`src/rtl/core/ffba_pkg.sv`:
```
// Shared constants, codes and control structs of the first-fit block allocator.
package ffba_pkg;

	localparam int DEF_TABLE_ENTRIES = 64;
	localparam int DEF_ADDR_BITS     = 32;

	localparam int DATA_W   = 32;
	localparam int LEN_W    = 32;
	localparam int KIND_W   = 2;
	localparam int STATUS_W = 2;
	localparam int USED_W   = 7;
	localparam int CFG_IDX_W = 4;

	localparam logic [DATA_W-1:0] RESET_BASE = 32'h0000_1000;
	localparam logic [DATA_W-1:0] RESET_SIZE = 32'h0001_0000;

	localparam logic [KIND_W-1:0] KIND_ALLOC  = 2'd0;
	localparam logic [KIND_W-1:0] KIND_FREE   = 2'd1;
	localparam logic [KIND_W-1:0] KIND_INIT   = 2'd2;
	localparam logic [KIND_W-1:0] KIND_UNUSED = 2'd3;

	localparam logic [STATUS_W-1:0] ST_OK       = 2'd0;
	localparam logic [STATUS_W-1:0] ST_ZERO     = 2'd1;
	localparam logic [STATUS_W-1:0] ST_NOFIT    = 2'd2;
	localparam logic [STATUS_W-1:0] ST_NOTFOUND = 2'd3;

	localparam logic [CFG_IDX_W-1:0] REG_HEAP_BASE = 4'd0;
	localparam logic [CFG_IDX_W-1:0] REG_HEAP_SIZE = 4'd1;

	typedef struct packed {
		logic                latch;
		logic                scan;
		logic                next_cap;
		logic                mv_start;
		logic                fix_a;
		logic                fix_b;
		logic                fin;
		logic [STATUS_W-1:0] fin_code;
	} ffba_cmd_t;

	typedef struct packed {
		logic [KIND_W-1:0] kind;
		logic              req_zero;
		logic              addr_zero;
		logic              full;
		logic              hit;
		logic              miss;
		logic              mv_done;
		logic              need_b;
	} ffba_sts_t;

endpackage

```
`src/rtl/core/ffba_ctrl.sv`:
```
// Controller state machine of the first-fit block allocator.
module ffba_ctrl (
	input  logic              clk,
	input  logic              arst_n,
	input  logic              start,
	output logic              busy,
	output logic              done,
	output ffba_pkg::ffba_cmd_t cmd,
	input  ffba_pkg::ffba_sts_t sts
);
	import ffba_pkg::*;

	typedef enum logic [3:0] {
		S_INIT, S_IDLE, S_DISP, S_SCAN, S_NEXT, S_MSET, S_MOVE, S_FIXA, S_FIXB
	} state_t;

	state_t state_q, state_d;

	always_comb begin
		cmd     = '0;
		state_d = state_q;
		unique case (state_q)
			S_INIT: begin
				cmd.fix_a = 1'b1;
				state_d   = S_IDLE;
			end
			S_IDLE: begin
				if (start) begin
					cmd.latch = 1'b1;
					state_d   = S_DISP;
				end
			end
			S_DISP: begin
				unique case (sts.kind)
					KIND_ALLOC: begin
						if (sts.req_zero) begin
							cmd.fin = 1'b1; cmd.fin_code = ST_ZERO; state_d = S_IDLE;
						end else if (sts.full) begin
							cmd.fin = 1'b1; cmd.fin_code = ST_NOFIT; state_d = S_IDLE;
						end else begin
							state_d = S_SCAN;
						end
					end
					KIND_FREE: begin
						if (sts.addr_zero) begin
							cmd.fin = 1'b1; cmd.fin_code = ST_ZERO; state_d = S_IDLE;
						end else begin
							state_d = S_SCAN;
						end
					end
					KIND_INIT: state_d = S_FIXA;
					default: begin
						cmd.fin = 1'b1; cmd.fin_code = ST_OK; state_d = S_IDLE;
					end
				endcase
			end
			S_SCAN: begin
				cmd.scan = 1'b1;
				if (sts.hit) begin
					state_d = (sts.kind == KIND_FREE) ? S_NEXT : S_MSET;
				end else if (sts.miss) begin
					cmd.fin      = 1'b1;
					cmd.fin_code = (sts.kind == KIND_FREE) ? ST_NOTFOUND : ST_NOFIT;
					state_d      = S_IDLE;
				end
			end
			S_NEXT: begin
				cmd.next_cap = 1'b1;
				state_d      = S_MSET;
			end
			S_MSET: begin
				cmd.mv_start = 1'b1;
				state_d      = S_MOVE;
			end
			S_MOVE: begin
				if (sts.mv_done) begin
					state_d = S_FIXA;
				end
			end
			S_FIXA: begin
				cmd.fix_a = 1'b1;
				if (sts.need_b) begin
					state_d = S_FIXB;
				end else begin
					cmd.fin = 1'b1; cmd.fin_code = ST_OK; state_d = S_IDLE;
				end
			end
			S_FIXB: begin
				cmd.fix_b = 1'b1;
				cmd.fin   = 1'b1;
				cmd.fin_code = ST_OK;
				state_d   = S_IDLE;
			end
			default: state_d = S_IDLE;
		endcase
	end

	always_ff @(posedge clk or negedge arst_n) begin
		if (!arst_n) begin
			state_q <= S_INIT;
			done    <= 1'b0;
		end else begin
			state_q <= state_d;
			done    <= cmd.fin;
		end
	end

	assign busy = (state_q != S_IDLE);
endmodule

```
`config.mk`:
```
export PLATFORM = sky130hd
export DESIGN_NAME = ffba_ctrl
export DESIGN_NICKNAME = d
export VERILOG_FILES = /design/src/rtl/core/ffba_pkg.sv /design/src/rtl/core/ffba_ctrl.sv
export SDC_FILE = /design/constraint.sdc
export NUM_CORES = 1
export LEC_CHECK = 0
export ABC_AREA = 1
export BUFFER_PORTS_ARGS = -buffer_cell sky130_fd_sc_hd__buf_4
export CAP_MARGIN = 10
export CELL_PAD_IN_SITES_DETAIL_PLACEMENT = 1
export CELL_PAD_IN_SITES_GLOBAL_PLACEMENT = 1
export CORE_UTILIZATION = 30
export DETAILED_ROUTE_END_ITERATION = 10
export HOLD_SLACK_MARGIN = 0.03
export PLACE_DENSITY = 0.92
export SYNTH_ARGS = -nofsm -noshare
export SYNTH_HDL_FRONTEND = slang
export SYNTH_SLANG_ARGS = --single-unit
```
`constraint.sdc`:
```
create_clock -name clk -period 3.44 [get_ports clk]
set_input_delay 0.172 -clock clk [delete_from_list [all_inputs] [get_ports clk]]
set_output_delay 0.172 -clock clk [all_outputs]
set_load 0.02 [all_outputs]
```
==> impl_metrics.tcl <==
set metrics [dict create \
    overflow 0 \
    place_area_um2 644 \
    n_antenna_cell 0 \
    final_cells 118 \
    crit_start "state_q[2]" \
    final_util_pct 49.8 \
    yosys_register_bits 5 \
    final_area_um2 681 \
    setup_violations 0 \
    yosys.cell_types.count 16 \
    antenna_found_initial 0 \
    synth.area.top_cells "dfrtp_1 (27%), nand2_1 (14%), inv_1 (11%), nor2_1 (9.8%), nand2_2 (6.8%)" \
    crit_path_top_delay_cell "dfrtp_1" \
    cp_max_fo 5 \
    min_from "sts[3]" \
    hold_depth 3 \
    arrival_ps 1500 \
    die_h_um 41.2 \
    hold_viol 0 \
    dieArea_um2 1700 \
    cpMostUsedCell "nand2_1" \
    numPortBuffers 22 \
    power_density_nw_per_um2 791 \
    reg2reg_from "state_q[2]" \
    wire_per_inst_um 12.5 \
    holdWs_ps 177 \
    ys_seq_area_share_pct 27.2 \
    place_inst 113 \
    max_stage_delay_ps 400 \
    synth_nets 88 \
    clk_latency_ps 250 \
    avgSynthCellArea_um2 6.06 \
    dp_worst_setup_slack_ps 2030 \
    finalCritPeriodShare_pct 48.6 \
    worstRegToRegCells 8 \
    area_growth_syn_to_layout_pct 47.8 \
    fin_skew_ps 2.91 \
    post-route-min-period_ps 1670 \
    setup_tns_ps 0 \
    grt_pass1_wl_um 2530 \
    clkSinkCount 5 \
    cts_root_buf "clkbuf_4" \
    max-vdd-ir-drop_mv 0.330 \
    crit_required_ps 3270 \
    end_kind "primary output" \
    cap_violations 0 \
    yosysTopAreaCell "dfrtp_1" \
    hp-class "in2reg" \
    firstDrtPassIters 3 \
    grt_pass1_vias 602 \
    clock_path_buffers 2 \
    cts_buffers 3 \
    met2_usage_pct 43.4 \
    use_met3_pct 4.89 \
    max_slew_margin_pct 82.4 \
    drc 0 \
    critPathLaunchType "register" \
    p_total_mw 0.538 \
    via_per_inst 4.92 \
    cts_tree "yes" \
    layout.nets 116 \
    crit_chain "inv_1, nand2_2, nor2_4, nand3_2, nand2_1, nand3_1, nand2_1, buf_4" \
    start_util_pct 33.7 \
    grt_usage_pct 23.7 \
    drt-total-wl_um 1470 \
    dp_hpwl_um 1260 \
    post-cts-setup-buffer-count 0 \
    clock.fmax_mhz 598 \
    drtIter0Drc 3 \
    core_area_um2 1370 \
    worstMarginPinSlew_ps 262 \
    die_w_um 41.2 \
    rows 13 \
    drive_above_1_share_pct 37.9 \
    status "complete, no violations" \
    grt_max_degree 6 \
    use_met1_pct 25.2 \
    p_leak_nw 0.383 \
    crit_type "reg2out" \
    synth_top_area_share_pct 27.2 \
    routabilityCongestion 0.772 \
    ant_nets 0 \
    clk_pin_slew_ps 40 \
    drv_slew 0 \
    ioPinCount 23 \
    synthCells 76 \
    top_usage_layer "met2" \
    yosysWarnings 0 \
    via_count 580 \
    worst_slack_ps 1770 \
    netlist_area_um2 460 \
    rsz0062_at_grt "false" \
    h-tree-depth 1 \
]
## registers in the layout (all words and copies together) (netlist names)
signal,count
done,1
state_q,4
## synth_stat cells
master / number
o21ai_2: 1
a21oi_1: 1
o211ai_1: 1
nor2_4: 1
o31ai_1: 1
inv_2: 3
nand2_1: 17
nand3_2: 2
o21ai_0: 5
nor2_2: 2
nand2_2: 5
nor2_1: 12
nand3_1: 5
dfrtp_1: 5
nand4_1: 2
inv_1: 13
## power by group
| group | switching (mW) | internal, mW |
|---|---|---|
| clock network | 0.0251 | 0.0439 |
| registers | 0.0277 | 0.0838 |
| logic | 0.225 | 0.133 |
| total | 0.277 | 0.261 |
## routing by layer
layer | wire length, um | vias up
met4 | 22 | 0
met1 | 601 | 272
met3 | 51 | 2
li1 | - | 289
met5 | 0 | -
met2 | 795 | 17
## cell type report
type	count	area (um2)
Multi-Input combinational cell	55	275
Fill cell	190	686
Timing Repair Buffer	23	175
Inverter	16	60.1
Tap cell	15	18.8
Sequential cell	5	125
Clock buffer	4	26.3
## layout by cell type, fill, tap and decap left out
| master | n |
|---|---|
| nand3_1 | 5 |
| nand2_1 | 17 |
| nor2_4 | 1 |
| o31ai_1 | 1 |
| nor2_2 | 2 |
| nand2_2 | 5 |
| clkbuf_1 | 1 |
| dlygate4sd3_1 | 1 |
| nor2_1 | 12 |
| o211ai_1 | 1 |
| nand4_1 | 2 |
| buf_4 | 22 |
| o21ai_0 | 5 |
| inv_2 | 3 |
| nand3_2 | 2 |
| o21ai_2 | 1 |
| inv_1 | 13 |
| a21oi_1 | 1 |
| dfrtp_1 | 5 |
| clkbuf_4 | 3 |
## path summary, 6_finish.rpt
check / slack, ps / endpoint
min in group asynchronous: 260 / state_q[0]
min reg2reg: 730 / state_q[2]
max: 1770 / cmd[0]
min: 180 / state_q[2]
max reg2reg: 2180 / state_q[0]
max in group asynchronous: 3070 / done
## repair_timing
action / 4_1_cts / 5_1_grt
hold buffers: 1 / 0
gates resized for setup: 0 / 0
endpoints found under the hold margin: 5 / 0
## logic make-up after synthesis
logic type / synth area share (%)
AO/OA/AOI/OAI: 11.7
buffers and inverters: 13.0
flip-flops: 27.2
AND/OR/NAND/NOR: 48.1
## critical path, delay by kind of cell, from the launching register on
kind | cells | cell delay, ps
buffers and inverters | 2 | 290
DFF | 1 | 400
and+or+nand+nor | 6 | 560
(Power assumes the default switching activity.)
